--- config.mk ---
export PLATFORM = sky130hd
export DESIGN_NAME = crc8_frame_receiver_unit_flat
export DESIGN_NICKNAME = d
export VERILOG_FILES = /design/src/rtl/core/crc8fr_pkg.sv /design/src/rtl/core/crc8fr_if.sv /design/src/rtl/core/crc8fr_queue.sv /design/src/rtl/core/crc8fr_front.sv /design/src/rtl/core/crc8fr_back.sv /design/src/rtl/core/crc8_frame_receiver_unit.sv /design/src/flat_wrapper.sv
export VERILOG_INCLUDE_DIRS = /design/src /design/src/rtl/core
export SDC_FILE = /design/constraint.sdc
export NUM_CORES = 1
export LEC_CHECK = 0
export BUFFER_PORTS_ARGS = -buffer_cell sky130_fd_sc_hd__buf_2
export CAP_MARGIN = 0
export CORE_ASPECT_RATIO = 1.25
export CORE_UTILIZATION = 55
export CTS_CLUSTER_SIZE = 14
export DETAILED_ROUTE_END_ITERATION = 10
export PLACE_DENSITY = 0.8
export SETUP_SLACK_MARGIN = 0.4
export SYNTH_ARGS = -nofsm -noshare
export SYNTH_HDL_FRONTEND = slang
export SYNTH_SLANG_ARGS = --single-unit
export TNS_END_PERCENT = 30
--- constraint.sdc ---
create_clock -name clk -period 5.4 [get_ports clk]
set_clock_uncertainty 0.15 [all_clocks]
set_input_delay 1.08 -clock clk [delete_from_list [all_inputs] [get_ports clk]]
set_output_delay 1.08 -clock clk [all_outputs]
set_load 0.1 [all_outputs]
--- src/rtl/core/crc8_frame_receiver_unit_assert.svh ---
// Assertion macros for the CRC-8 frame receiver RTL.
`ifndef CRC8_FRAME_RECEIVER_UNIT_ASSERT_SVH
`define CRC8_FRAME_RECEIVER_UNIT_ASSERT_SVH

// Same-cycle implication, disabled while reset is asserted.
`define CRC8FR_ASSERT_IMP(label, clk, rst_n, ante, cons) \
    label: assert property (@(posedge clk) disable iff (!rst_n) (ante) |-> (cons)) \
        else $error("crc8fr same-cycle assertion failed");

// Next-cycle implication, disabled while reset is asserted.
`define CRC8FR_ASSERT_NXT(label, clk, rst_n, ante, cons) \
    label: assert property (@(posedge clk) disable iff (!rst_n) (ante) |=> (cons)) \
        else $error("crc8fr next-cycle assertion failed");

`endif

--- src/rtl/core/crc8fr_pkg.sv ---
// Package with types, constants and the CRC step of the CRC-8 frame receiver.
`timescale 1ns / 1ps
package crc8fr_pkg;

    localparam logic [7:0] START_BYTE     = 8'hAA;
    localparam logic [7:0] CRC_POLY       = 8'h07;
    localparam logic [7:0] MAX_LEN_RESET  = 8'd255;
    localparam logic [7:0] TIMEOUT_RESET  = 8'd200;
    localparam int         QUEUE_DEPTH    = 2;

    typedef enum logic [1:0] {
        CMD_ARM  = 2'd0,
        CMD_BYTE = 2'd1,
        CMD_TICK = 2'd2,
        CMD_NONE = 2'd3
    } cmd_t;

    typedef enum logic [1:0] {
        CLS_ARM  = 2'd0,
        CLS_BYTE = 2'd1,
        CLS_TICK = 2'd2
    } cls_t;

    typedef enum logic [2:0] {
        PH_IDLE    = 3'd0,
        PH_HUNT    = 3'd1,
        PH_LENGTH  = 3'd2,
        PH_PAYLOAD = 3'd3,
        PH_CRC     = 3'd4
    } phase_t;

    typedef enum logic [2:0] {
        ST_OK       = 3'd0,
        ST_NO_START = 3'd1,
        ST_TIMEOUT  = 3'd2,
        ST_BAD_LEN  = 3'd3,
        ST_CRC      = 3'd4,
        ST_ZERO_MAX = 3'd5
    } status_t;

    typedef enum logic {
        KIND_PAYLOAD = 1'b0,
        KIND_END     = 1'b1
    } kind_t;

    typedef struct packed {
        cls_t       cls;
        logic [7:0] data;
    } q_entry_t;

    function automatic logic [7:0] crc8_update(input logic [7:0] crc, input logic [7:0] b);
        logic [7:0] c;
        c = crc ^ b;
        for (int k = 0; k < 8; k++) begin
            c = c[7] ? ({c[6:0], 1'b0} ^ CRC_POLY) : {c[6:0], 1'b0};
        end
        return c;
    endfunction

endpackage

--- src/rtl/core/crc8fr_if.sv ---
// Stream interfaces for incoming items and outgoing results.
`timescale 1ns / 1ps
interface crc8fr_item_if;
    logic       valid;
    logic       ready;
    logic [1:0] command;
    logic [7:0] rx_byte;

    modport source (output valid, output command, output rx_byte, input ready);
    modport sink   (input valid, input command, input rx_byte, output ready);
endinterface

interface crc8fr_result_if;
    logic       valid;
    logic       ready;
    logic       kind;
    logic [7:0] data_byte;
    logic [7:0] byte_index;
    logic [2:0] status;
    logic [7:0] frame_length;

    modport source (output valid, output kind, output data_byte, output byte_index,
                    output status, output frame_length, input ready);
    modport sink   (input valid, input kind, input data_byte, input byte_index,
                    input status, input frame_length, output ready);
endinterface

--- src/rtl/core/crc8fr_queue.sv ---
// Small register queue between the front and back parts.
`timescale 1ns / 1ps
module crc8fr_queue #(
    parameter int DEPTH = crc8fr_pkg::QUEUE_DEPTH
) (
    input  logic                       clk,
    input  logic                       rst_n,
    input  logic                       push,
    input  crc8fr_pkg::q_entry_t       push_entry,
    output logic                       full,
    input  logic                       pop,
    output logic                       head_valid,
    output crc8fr_pkg::q_entry_t       head,
    output logic [$clog2(DEPTH+1)-1:0] level
);
    localparam int PTR_W = $clog2(DEPTH);
    localparam int LVL_W = $clog2(DEPTH + 1);

    crc8fr_pkg::q_entry_t entry_reg [DEPTH];
    logic [PTR_W-1:0] wr_ptr_reg, wr_ptr_next;
    logic [PTR_W-1:0] rd_ptr_reg, rd_ptr_next;
    logic [LVL_W-1:0] level_reg, level_next;
    logic             do_push;
    logic             do_pop;

    assign full       = (level_reg == LVL_W'(DEPTH));
    assign head_valid = (level_reg != '0);
    assign head       = entry_reg[rd_ptr_reg];
    assign level      = level_reg;
    assign do_push    = push && !full;
    assign do_pop     = pop && head_valid;

    always_comb
    begin
        wr_ptr_next = wr_ptr_reg;
        rd_ptr_next = rd_ptr_reg;
        level_next  = level_reg;
        if (do_push)
        begin
            wr_ptr_next = (wr_ptr_reg == PTR_W'(DEPTH - 1)) ? '0 : wr_ptr_reg + 1'b1;
        end
        if (do_pop)
        begin
            rd_ptr_next = (rd_ptr_reg == PTR_W'(DEPTH - 1)) ? '0 : rd_ptr_reg + 1'b1;
        end
        if (do_push && !do_pop)
        begin
            level_next = level_reg + 1'b1;
        end
        else if (do_pop && !do_push)
        begin
            level_next = level_reg - 1'b1;
        end
    end

    always_ff @(posedge clk or negedge rst_n)
    begin
        if (!rst_n)
        begin
            wr_ptr_reg <= '0;
            rd_ptr_reg <= '0;
            level_reg  <= '0;
        end
        else
        begin
            wr_ptr_reg <= wr_ptr_next;
            rd_ptr_reg <= rd_ptr_next;
            level_reg  <= level_next;
        end
    end

    always_ff @(posedge clk)
    begin
        if (do_push)
        begin
            entry_reg[wr_ptr_reg] <= push_entry;
        end
    end
endmodule

--- src/rtl/core/crc8fr_front.sv ---
// Front part: accepts items, classifies the command and drops unused codes.
`timescale 1ns / 1ps
module crc8fr_front (
    crc8fr_item_if.sink                item,
    input  logic                       q_full,
    output logic                       push,
    output crc8fr_pkg::q_entry_t       push_entry
);
    crc8fr_pkg::cmd_t cmd;
    logic             keep;

    assign cmd        = crc8fr_pkg::cmd_t'(item.command);
    assign item.ready = !q_full;
    assign push       = item.valid && !q_full && keep;

    always_comb
    begin
        keep            = 1'b1;
        push_entry.cls  = crc8fr_pkg::CLS_TICK;
        push_entry.data = item.rx_byte;
        case (cmd)
            crc8fr_pkg::CMD_ARM:  push_entry.cls = crc8fr_pkg::CLS_ARM;
            crc8fr_pkg::CMD_BYTE: push_entry.cls = crc8fr_pkg::CLS_BYTE;
            crc8fr_pkg::CMD_TICK: push_entry.cls = crc8fr_pkg::CLS_TICK;
            default:              keep           = 1'b0;
        endcase
    end
endmodule

--- src/rtl/core/crc8fr_back.sv ---
// Back part: frame state machine, CRC check, timeout and the result register.
`timescale 1ns / 1ps
module crc8fr_back (
    input  logic                 clk,
    input  logic                 rst_n,
    input  logic                 head_valid,
    input  crc8fr_pkg::q_entry_t head,
    output logic                 pop,
    input  logic [7:0]           max_length,
    input  logic [7:0]           timeout_ticks,
    crc8fr_result_if.source      result
);
    crc8fr_pkg::phase_t phase_reg, phase_next;
    logic [7:0] ticks_reg, ticks_next;
    logic [7:0] len_reg, len_next;
    logic [7:0] taken_reg, taken_next;
    logic [7:0] crc_reg, crc_next;
    logic       res_valid_reg, res_valid_next;

    crc8fr_pkg::kind_t   kind_reg, kind_next;
    logic [7:0]          data_reg, data_next;
    logic [7:0]          index_reg, index_next;
    crc8fr_pkg::status_t status_reg, status_next;
    logic [7:0]          flen_reg, flen_next;
    logic                emit;
    logic                fire;

    assign fire = head_valid && (!res_valid_reg || result.ready);
    assign pop  = fire;

    always_comb
    begin
        phase_next  = phase_reg;
        ticks_next  = ticks_reg;
        len_next    = len_reg;
        taken_next  = taken_reg;
        crc_next    = crc_reg;
        emit        = 1'b0;
        kind_next   = crc8fr_pkg::KIND_END;
        data_next   = '0;
        index_next  = '0;
        status_next = crc8fr_pkg::ST_OK;
        flen_next   = '0;
        case (head.cls)
            crc8fr_pkg::CLS_ARM:
            begin
                len_next   = '0;
                taken_next = '0;
                crc_next   = '0;
                if (max_length == '0)
                begin
                    emit        = 1'b1;
                    status_next = crc8fr_pkg::ST_ZERO_MAX;
                    phase_next  = crc8fr_pkg::PH_IDLE;
                end
                else
                begin
                    phase_next = crc8fr_pkg::PH_HUNT;
                    ticks_next = timeout_ticks;
                end
            end
            crc8fr_pkg::CLS_TICK:
            begin
                if (phase_reg != crc8fr_pkg::PH_IDLE)
                begin
                    if (ticks_reg <= 8'd1)
                    begin
                        ticks_next  = '0;
                        emit        = 1'b1;
                        status_next = (phase_reg == crc8fr_pkg::PH_HUNT) ?
                                      crc8fr_pkg::ST_NO_START : crc8fr_pkg::ST_TIMEOUT;
                        phase_next  = crc8fr_pkg::PH_IDLE;
                    end
                    else
                    begin
                        ticks_next = ticks_reg - 8'd1;
                    end
                end
            end
            crc8fr_pkg::CLS_BYTE:
            begin
                case (phase_reg)
                    crc8fr_pkg::PH_HUNT:
                    begin
                        if (head.data == crc8fr_pkg::START_BYTE)
                        begin
                            phase_next = crc8fr_pkg::PH_LENGTH;
                            ticks_next = timeout_ticks;
                        end
                    end
                    crc8fr_pkg::PH_LENGTH:
                    begin
                        if (head.data == '0 || head.data > max_length)
                        begin
                            emit        = 1'b1;
                            status_next = crc8fr_pkg::ST_BAD_LEN;
                            phase_next  = crc8fr_pkg::PH_IDLE;
                        end
                        else
                        begin
                            len_next   = head.data;
                            taken_next = '0;
                            crc_next   = '0;
                            ticks_next = timeout_ticks;
                            phase_next = crc8fr_pkg::PH_PAYLOAD;
                        end
                    end
                    crc8fr_pkg::PH_PAYLOAD:
                    begin
                        emit       = 1'b1;
                        kind_next  = crc8fr_pkg::KIND_PAYLOAD;
                        data_next  = head.data;
                        index_next = taken_reg;
                        crc_next   = crc8fr_pkg::crc8_update(crc_reg, head.data);
                        taken_next = taken_reg + 8'd1;
                        ticks_next = timeout_ticks;
                        if (taken_next >= len_reg)
                        begin
                            phase_next = crc8fr_pkg::PH_CRC;
                        end
                    end
                    crc8fr_pkg::PH_CRC:
                    begin
                        emit       = 1'b1;
                        phase_next = crc8fr_pkg::PH_IDLE;
                        if (head.data != crc_reg)
                        begin
                            status_next = crc8fr_pkg::ST_CRC;
                        end
                        else
                        begin
                            flen_next = len_reg;
                        end
                    end
                    default:
                    begin
                        phase_next = phase_reg;
                    end
                endcase
            end
            default:
            begin
                phase_next = phase_reg;
            end
        endcase

        if (fire)
        begin
            res_valid_next = emit;
        end
        else if (result.ready)
        begin
            res_valid_next = 1'b0;
        end
        else
        begin
            res_valid_next = res_valid_reg;
        end
    end

    always_ff @(posedge clk or negedge rst_n)
    begin
        if (!rst_n)
        begin
            phase_reg     <= crc8fr_pkg::PH_IDLE;
            ticks_reg     <= '0;
            len_reg       <= '0;
            taken_reg     <= '0;
            crc_reg       <= '0;
            res_valid_reg <= 1'b0;
        end
        else
        begin
            if (fire)
            begin
                phase_reg <= phase_next;
                ticks_reg <= ticks_next;
                len_reg   <= len_next;
                taken_reg <= taken_next;
                crc_reg   <= crc_next;
            end
            res_valid_reg <= res_valid_next;
        end
    end

    always_ff @(posedge clk)
    begin
        if (fire && emit)
        begin
            kind_reg   <= kind_next;
            data_reg   <= data_next;
            index_reg  <= index_next;
            status_reg <= status_next;
            flen_reg   <= flen_next;
        end
    end

    assign result.valid        = res_valid_reg;
    assign result.kind         = kind_reg;
    assign result.data_byte    = data_reg;
    assign result.byte_index   = index_reg;
    assign result.status       = status_reg;
    assign result.frame_length = flen_reg;
endmodule

--- src/rtl/core/crc8_frame_receiver_unit.sv ---
// After its item transfer, a result passes through the queue and then the result register.
// Throughput: one item per cycle while result back-pressure does not stall the back part.
// Unused commands are dropped at the front; other items that cause no result still take
// one queue slot and are processed by the back part.
// Reset is asynchronous and active low: the frame state goes idle, the queue and result
// register empty, max_length returns to 255 and timeout_ticks to 200.
`timescale 1ns / 1ps
`include "crc8_frame_receiver_unit_assert.svh"
module crc8_frame_receiver_unit #(
    parameter int QUEUE_DEPTH = crc8fr_pkg::QUEUE_DEPTH
) (
    input  logic              clk,
    input  logic              rst_n,
    crc8fr_item_if.sink       item,
    crc8fr_result_if.source   result,
    input  logic              psel,
    input  logic              penable,
    input  logic              pwrite,
    input  logic [2:0]        paddr,
    input  logic [31:0]       pwdata,
    output logic [31:0]       prdata,
    output logic              pready
);
    localparam int LVL_W = $clog2(QUEUE_DEPTH + 1);

    logic [7:0]           max_length_reg;
    logic [7:0]           timeout_ticks_reg;
    logic                 cfg_write;
    logic                 q_push;
    crc8fr_pkg::q_entry_t q_push_entry;
    logic                 q_full;
    logic                 q_pop;
    logic                 q_head_valid;
    crc8fr_pkg::q_entry_t q_head;
    logic [LVL_W-1:0]     q_level;

    assign pready    = 1'b1;
    assign cfg_write = psel && penable && pwrite && pready;
    assign prdata    = paddr[2] ? {24'd0, timeout_ticks_reg} : {24'd0, max_length_reg};

    always_ff @(posedge clk or negedge rst_n)
    begin
        if (!rst_n)
        begin
            max_length_reg    <= crc8fr_pkg::MAX_LEN_RESET;
            timeout_ticks_reg <= crc8fr_pkg::TIMEOUT_RESET;
        end
        else if (cfg_write)
        begin
            if (paddr[2])
            begin
                timeout_ticks_reg <= pwdata[7:0];
            end
            else
            begin
                max_length_reg <= pwdata[7:0];
            end
        end
    end

    crc8fr_front u_front (
        .item       (item),
        .q_full     (q_full),
        .push       (q_push),
        .push_entry (q_push_entry)
    );

    crc8fr_queue #(
        .DEPTH (QUEUE_DEPTH)
    ) u_queue (
        .clk        (clk),
        .rst_n      (rst_n),
        .push       (q_push),
        .push_entry (q_push_entry),
        .full       (q_full),
        .pop        (q_pop),
        .head_valid (q_head_valid),
        .head       (q_head),
        .level      (q_level)
    );

    crc8fr_back u_back (
        .clk           (clk),
        .rst_n         (rst_n),
        .head_valid    (q_head_valid),
        .head          (q_head),
        .pop           (q_pop),
        .max_length    (max_length_reg),
        .timeout_ticks (timeout_ticks_reg),
        .result        (result)
    );

    `CRC8FR_ASSERT_IMP(a_level_bound, clk, rst_n, 1'b1, q_level <= LVL_W'(QUEUE_DEPTH))
    `CRC8FR_ASSERT_NXT(a_empty_stays, clk, rst_n,
        (q_level == '0) && !(item.valid && item.ready), q_level == '0)
    `CRC8FR_ASSERT_IMP(a_payload_clean, clk, rst_n,
        result.valid && (result.kind == crc8fr_pkg::KIND_PAYLOAD),
        (result.status == crc8fr_pkg::ST_OK) && (result.frame_length == '0))
    `CRC8FR_ASSERT_IMP(a_ok_has_length, clk, rst_n,
        result.valid && (result.kind == crc8fr_pkg::KIND_END)
            && (result.status == crc8fr_pkg::ST_OK),
        result.frame_length != '0)
endmodule

--- src/flat_wrapper.sv ---
// flat-port wrapper written by rule: the top's interface ports become plain ports
module crc8_frame_receiver_unit_flat 
#(
    parameter int QUEUE_DEPTH = crc8fr_pkg::QUEUE_DEPTH
)
  (clk, rst_n, psel, penable, pwrite, paddr, pwdata, prdata, pready, item_valid, item_command, item_rx_byte, item_ready, result_valid, result_kind, result_data_byte, result_byte_index, result_status, result_frame_length, result_ready);
  crc8fr_item_if item_i ();
  crc8fr_result_if result_i ();
  input  logic clk;
  input  logic rst_n;
  input  logic psel;
  input  logic penable;
  input  logic pwrite;
  input  logic [2:0] paddr;
  input  logic [31:0] pwdata;
  output logic [31:0] prdata;
  output logic pready;
  input wire logic [$bits(item_i.valid)-1:0] item_valid;
  input wire logic [$bits(item_i.command)-1:0] item_command;
  input wire logic [$bits(item_i.rx_byte)-1:0] item_rx_byte;
  output wire logic [$bits(item_i.ready)-1:0] item_ready;
  output wire logic [$bits(result_i.valid)-1:0] result_valid;
  output wire logic [$bits(result_i.kind)-1:0] result_kind;
  output wire logic [$bits(result_i.data_byte)-1:0] result_data_byte;
  output wire logic [$bits(result_i.byte_index)-1:0] result_byte_index;
  output wire logic [$bits(result_i.status)-1:0] result_status;
  output wire logic [$bits(result_i.frame_length)-1:0] result_frame_length;
  input wire logic [$bits(result_i.ready)-1:0] result_ready;
  assign item_i.valid = item_valid;
  assign item_i.command = item_command;
  assign item_i.rx_byte = item_rx_byte;
  assign item_ready = item_i.ready;
  assign result_valid = result_i.valid;
  assign result_kind = result_i.kind;
  assign result_data_byte = result_i.data_byte;
  assign result_byte_index = result_i.byte_index;
  assign result_status = result_i.status;
  assign result_frame_length = result_i.frame_length;
  assign result_i.ready = result_ready;
  crc8_frame_receiver_unit #(.QUEUE_DEPTH(QUEUE_DEPTH)) u_core (.clk(clk), .rst_n(rst_n), .item(item_i), .result(result_i), .psel(psel), .penable(penable), .pwrite(pwrite), .paddr(paddr), .pwdata(pwdata), .prdata(prdata), .pready(pready));
endmodule
### Word level (Yosys, flattened, before mapping)

Memories as Yosys holds them, arrays and structs flattened.
Index checks and enable logic that the tools add are counted.

* add/sub/neg operators: 6
* magnitude comparators: 3
* equal/unequal tests: 22
* mux-type cells: 57
* bitwise logic cells: 12
* reductions and logical operators: 36

Operators by type and width (count)
* $pmux 8 s2: 5
* $mux 8: 9
* $pmux 8 s3: 2
* $mux 3: 14
* $not 3->3: 8
* $pmux 3 s3: 2
* $logic_not 8->1: 2
* $mux 2: 7
* $reduce_and 7->1: 2
* $mux 1: 13
* $pmux 3 s4: 1
* $logic_and 1x1->1: 10
* $ne 3x3->1 const B: 3
* $add 8x1->8 const B: 1
* $eq 8x8->1 const B: 1
* $ge 8x8->1: 1
* $gt 8x8->1: 1
* $le 8x1->1 const B: 1
* $ne 2x2->1 const B: 4
* $ne 8x8->1: 1
* $reduce_and 4->1: 2
* $reduce_bool 2->1: 4
* $sub 8x1->8 const B: 1
* $xor 8x8->8: 1
* other kinds (24): 40

* flip-flop bits (word level): 84
* RAM bits: 20
* bits of input ports: 52
* output and inout bits: 63
* logic and storage cells: 153
* memories kept: 1

Memory list
* u_core.u_queue.entry_reg: depth 2, bits a word 10, rd ports 1, clocked after memory_dff 0, write ports 1, RTL line crc8fr_queue.sv:19 `crc8fr_pkg::q_entry_t entry_reg [DEPTH];`

### Depth between registers and ports, before layout

An unclocked memory read counts as a cell.

* depth after elaboration: 20
* gate-level depth with buffers: 13
* mapped depth without buffers: 10

### Hierarchy

Synthesis repeated with hierarchy kept, for this count alone.

* cell total of the unflattened synthesis: 528
* area total of the unflattened synthesis: 5830.6 sq um

Modules (own cells, without submodules)
* crc8fr_back: times used 1, cells an instance 395, area an instance 3880.0 sq um
* crc8_frame_receiver_unit: times used 1, cells an instance 70, area an instance 935.9 sq um
* crc8fr_queue: times used 1, cells an instance 50, area an instance 928.4 sq um
* crc8fr_front: times used 1, cells an instance 13, area an instance 86.3 sq um

### Least setup slack after synthesis

OpenSTA, ideal clock, no wires.

* kind: register to register
* from: register u_core.u_queue.rd_ptr_reg
* to: register u_core.u_back.index_reg[0], in the netlist u_core.u_back.result.byte_index[0], enable pin
* arrival: 4234 ps
* required time: 4782 ps
* slack: 549 ps
* cell stages (with the launch flop): 11
* buffers on the path: 2
* clock period less this slack: 4851 ps
* cells stage by stage: dfrtp_1 -> buf_6 -> buf_2 -> mux2i_1 -> inv_1 -> ha_1 -> nand4_1 -> a21oi_1 -> o22a_1 -> o21ai_1 -> a311oi_1

RTL lines
* from (decl): RTL line crc8fr_queue.sv:21 `logic [PTR_W-1:0] rd_ptr_reg, rd_ptr_next;`
* from (signal assigned): RTL line crc8fr_queue.sv:67 `rd_ptr_reg <= rd_ptr_next;`
* to (signal assigned): RTL line crc8fr_back.sv:192 `index_reg <= index_next;`
* to (decl): RTL line crc8fr_back.sv:22 `logic [7:0] index_reg, index_next;`

==> metrics.cfg <==
[global_route]
grt_overflow_total=0
grt_pass1_vias=3858
grt_max_degree=57
grt_pass1_wl_um=18470
grt_usage=0.2275
antenna_found_initial=0

[critical_path]
ff2ff_setup_slack_ps=1490
path_max_fanout=18
crit_required_ps=5490
critPathArrivalTime_ps=4000
r2r_start=u_core.u_queue.rd_ptr_reg$_DFFE_PN0P_
cpMostUsedCell=buf_4
critPathMaxStageDelay_ps=800
cp_top_family=compound AO/OA/AOI/OAI gates
crit_chain=mux2i_1 -> inv_1 -> ha_1 -> nor2b_1 -> o211ai_1 -> a21oi_1 -> o22a_1 -> o21ai_1 -> buf_4 -> nand2_1 -> buf_4 -> a211o_1
reg2reg_to=u_core.u_back.crc_reg[6]$_DFFE_PN0P_
crit_type=register to register
cp-start-kind=register
critPathBufInv=3
crit_slowest_cell=dfrtp_1
worstRegToRegCells=12
worstSetupEndpointType=register

[synth]
synthCells=504
syn_area_per_cell_sq_um=11.22
synth.largest_area_cell=edfxtp_1
yosysMostFrequentCell=edfxtp_1
yosysUniqueCellTypes=59
synth_common_cells=edfxtp_1 (48), dfrtp_1 (45), inv_1 (39)
synthArstFlopShare=0.5385
synth_top_cell_area_share=0.2549
ys.warnings.count=0
ys_seq_elements=104
synth-edff-count=48
synth_top_flop_cell=edfxtp_1
synthesis.area_sq_mm=0.005654
synth_seq_area_share=0.5052
synthTopCellsByArea=edfxtp_1 (25%), dfrtp_1 (20%), ha_1 (6.0%), dfstp_2 (5.1%), mux2_2 (3.6%)

[clocking]
clk_root_buffer_cell=clkbuf_16
clockBufferDepth=2
cts_hold_repair.buffers=0
cts_resized=0
numCtsBuffers=9
cts_tree=built
postCtsSetupBuffers=0
cts_sinks=104
clock_latency_ps=360
htreeDepth=3
clkTransAtPathRegs_ps=70

[route]
dr.pass1.iters=5
wire_per_inst_um=16.21
num_vias=3950
routed_wl_um=11300
drc=0
routed_via_density=5.667
antenna_left=0
first_iter_violations=266

[floorplan]
die_area_sq_mm=0.01069
io_pins=115
fp.dieH_um=115.4
die_w_um=92.69
initial_core_util=0.5623
core_sq_mm=0.01005
row_count=41

[flow_run]
cap_violations=0

[sta]
timing.fmax_ghz=0.2556
slew_violations=0
fin_crit_sh=0.7244
setup_viol=0
setup_tns_ps=0
worstMarginPinSlew_ps=1027
post-route-min-period_ps=3912
rsz0062_at_grt=false
hold_viol=0
whs_ps=346.1
max-slew-margin-rel=0.3128

[layout]
stdcell_count=697
drive_gt1_frac=0.2148
syn2layout_area_growth_pct=11.31
largest_reg_flops=20
nets=642
n_fill_cell=832
diodes=0

[power_and_ir_drop]
ir_worst_vdd_v=0.0003569
leakage_nw=2.792
power_density_mw_per_mm2=568.3

[placed_design]
dp_hpwl_um=8188
place.gp.congestion=0.8963
io_buffers=63
placed_cells=681

[min_path]
min_from=u_core.u_queue.wr_ptr_reg$_DFFE_PN0P_
whs_endpoint=u_core.u_queue.wr_ptr_reg$_DFFE_PN0P_
hold_path_class=register to register
holdPathStages=1

[status]
outcome=finished, final reports clean

[worst reg2reg max path: stages, from the launching register on]
cell and delay [ps]:
dfrtp_1 800, mux2i_1 670, inv_1 130, ha_1 340
nor2b_1 130, o211ai_1 150, a21oi_1 90, o22a_1 210
o21ai_1 130, buf_4 230, nand2_1 220, buf_4 260
a211o_1 300
[final cells by class]
cell class / count / area, sq um / share of cell area
Clock inverter: 6 / 66.31 / 0.01054
Inverter: 40 / 150.1 / 0.02386
Tap cell: 129 / 161.4 / 0.02565
Sequential cell: 104 / 2856 / 0.4539
Multi-Input combinational cell: 340 / 2477 / 0.3936
Clock buffer: 10 / 229.0 / 0.03638
Timing Repair Buffer: 68 / 352.8 / 0.05606
[metal layers]
layer | up-vias | GRT usage | wire [um]
met5 | - | 0 | 0
met4 | 0 | 0.1436 | 462
met3 | 39 | 0.04101 | 446
met2 | 118 | 0.3832 | 5625
met1 | 1923 | 0.2697 | 4761
li1 | 1870 | - | -
[logic make-up (layout without fill, tap and decap cells)]
logic type,count (synthesis),in the layout,share of synthesized area
compound gates,88,88,0.1162
xor+xnor,34,34,0.05267
fa+ha+maj,27,27,0.05975
buf+inv,83,124,0.07501
flops,104,104,0.5052
mux,32,32,0.06240
other cells,2,25,0.001328
simple gates,134,134,0.1275
[worst max-delay path by stage]
stage	start	to	slack, ps	cells past startpoint
2_1_floorplan	u_core.u_queue.rd_ptr_reg$_DFFE_PN0P_	u_core.u_back.result.byte_index[0]$_SDFFCE_PN0P_	550	10
3_3_place_gp	u_core.u_queue.rd_ptr_reg$_DFFE_PN0P_	u_core.u_back.result.data_byte[2]$_SDFFCE_PN0P_	1640	11
3_5_place_dp	u_core.u_queue.rd_ptr_reg$_DFFE_PN0P_	u_core.u_back.result.data_byte[1]$_SDFFCE_PN0P_	1510	11
4_1_cts	u_core.u_queue.rd_ptr_reg$_DFFE_PN0P_	u_core.u_back.result.status[0]$_DFFE_PP_	1460	11
5_1_grt	u_core.u_queue.rd_ptr_reg$_DFFE_PN0P_	u_core.u_back.taken_reg[2]$_DFFE_PN0P_	1100	8
6_report	u_core.u_queue.rd_ptr_reg$_DFFE_PN0P_	u_core.u_back.crc_reg[6]$_DFFE_PN0P_	1490	12
[through the flow]
stage               power (mW)  setup WS (ps)    util  area (sq um)
detailed placement       2.916           1512  0.5966          5998
global route             3.787           1099  0.6259          6294
finish                   3.576           1488  0.6259          6294
floorplan                2.614          548.7       -          5741
CTS                      3.577           1456  0.6259          6294
global placement         2.851           1636  0.5966          5998
[cell usage in the layout (no fill, tap or decap), types with 11 or more instances in the layout]
cell and count:
buf_2 63, edfxtp_1 48, dfrtp_1 45, inv_1 39, nor2_1 28, ha_1 27, conb_1 25, nand2_1 23
xnor2_1 21, mux2_2 18, o21ai_0 17, a22o_1 14, xor2_1 13, mux2i_1 12, a21oi_1 12, nand3_1 12
nand2b_1 12, dfstp_2 11
[power breakdown]
part / switching, mW / internal, mW / total [mW]
combinational: 1.11 / 0.591 / 1.71
clock: 0.297 / 0.362 / 0.659
sequential: 0.181 / 1.03 / 1.21
Power figures use the tool's default switching activity.
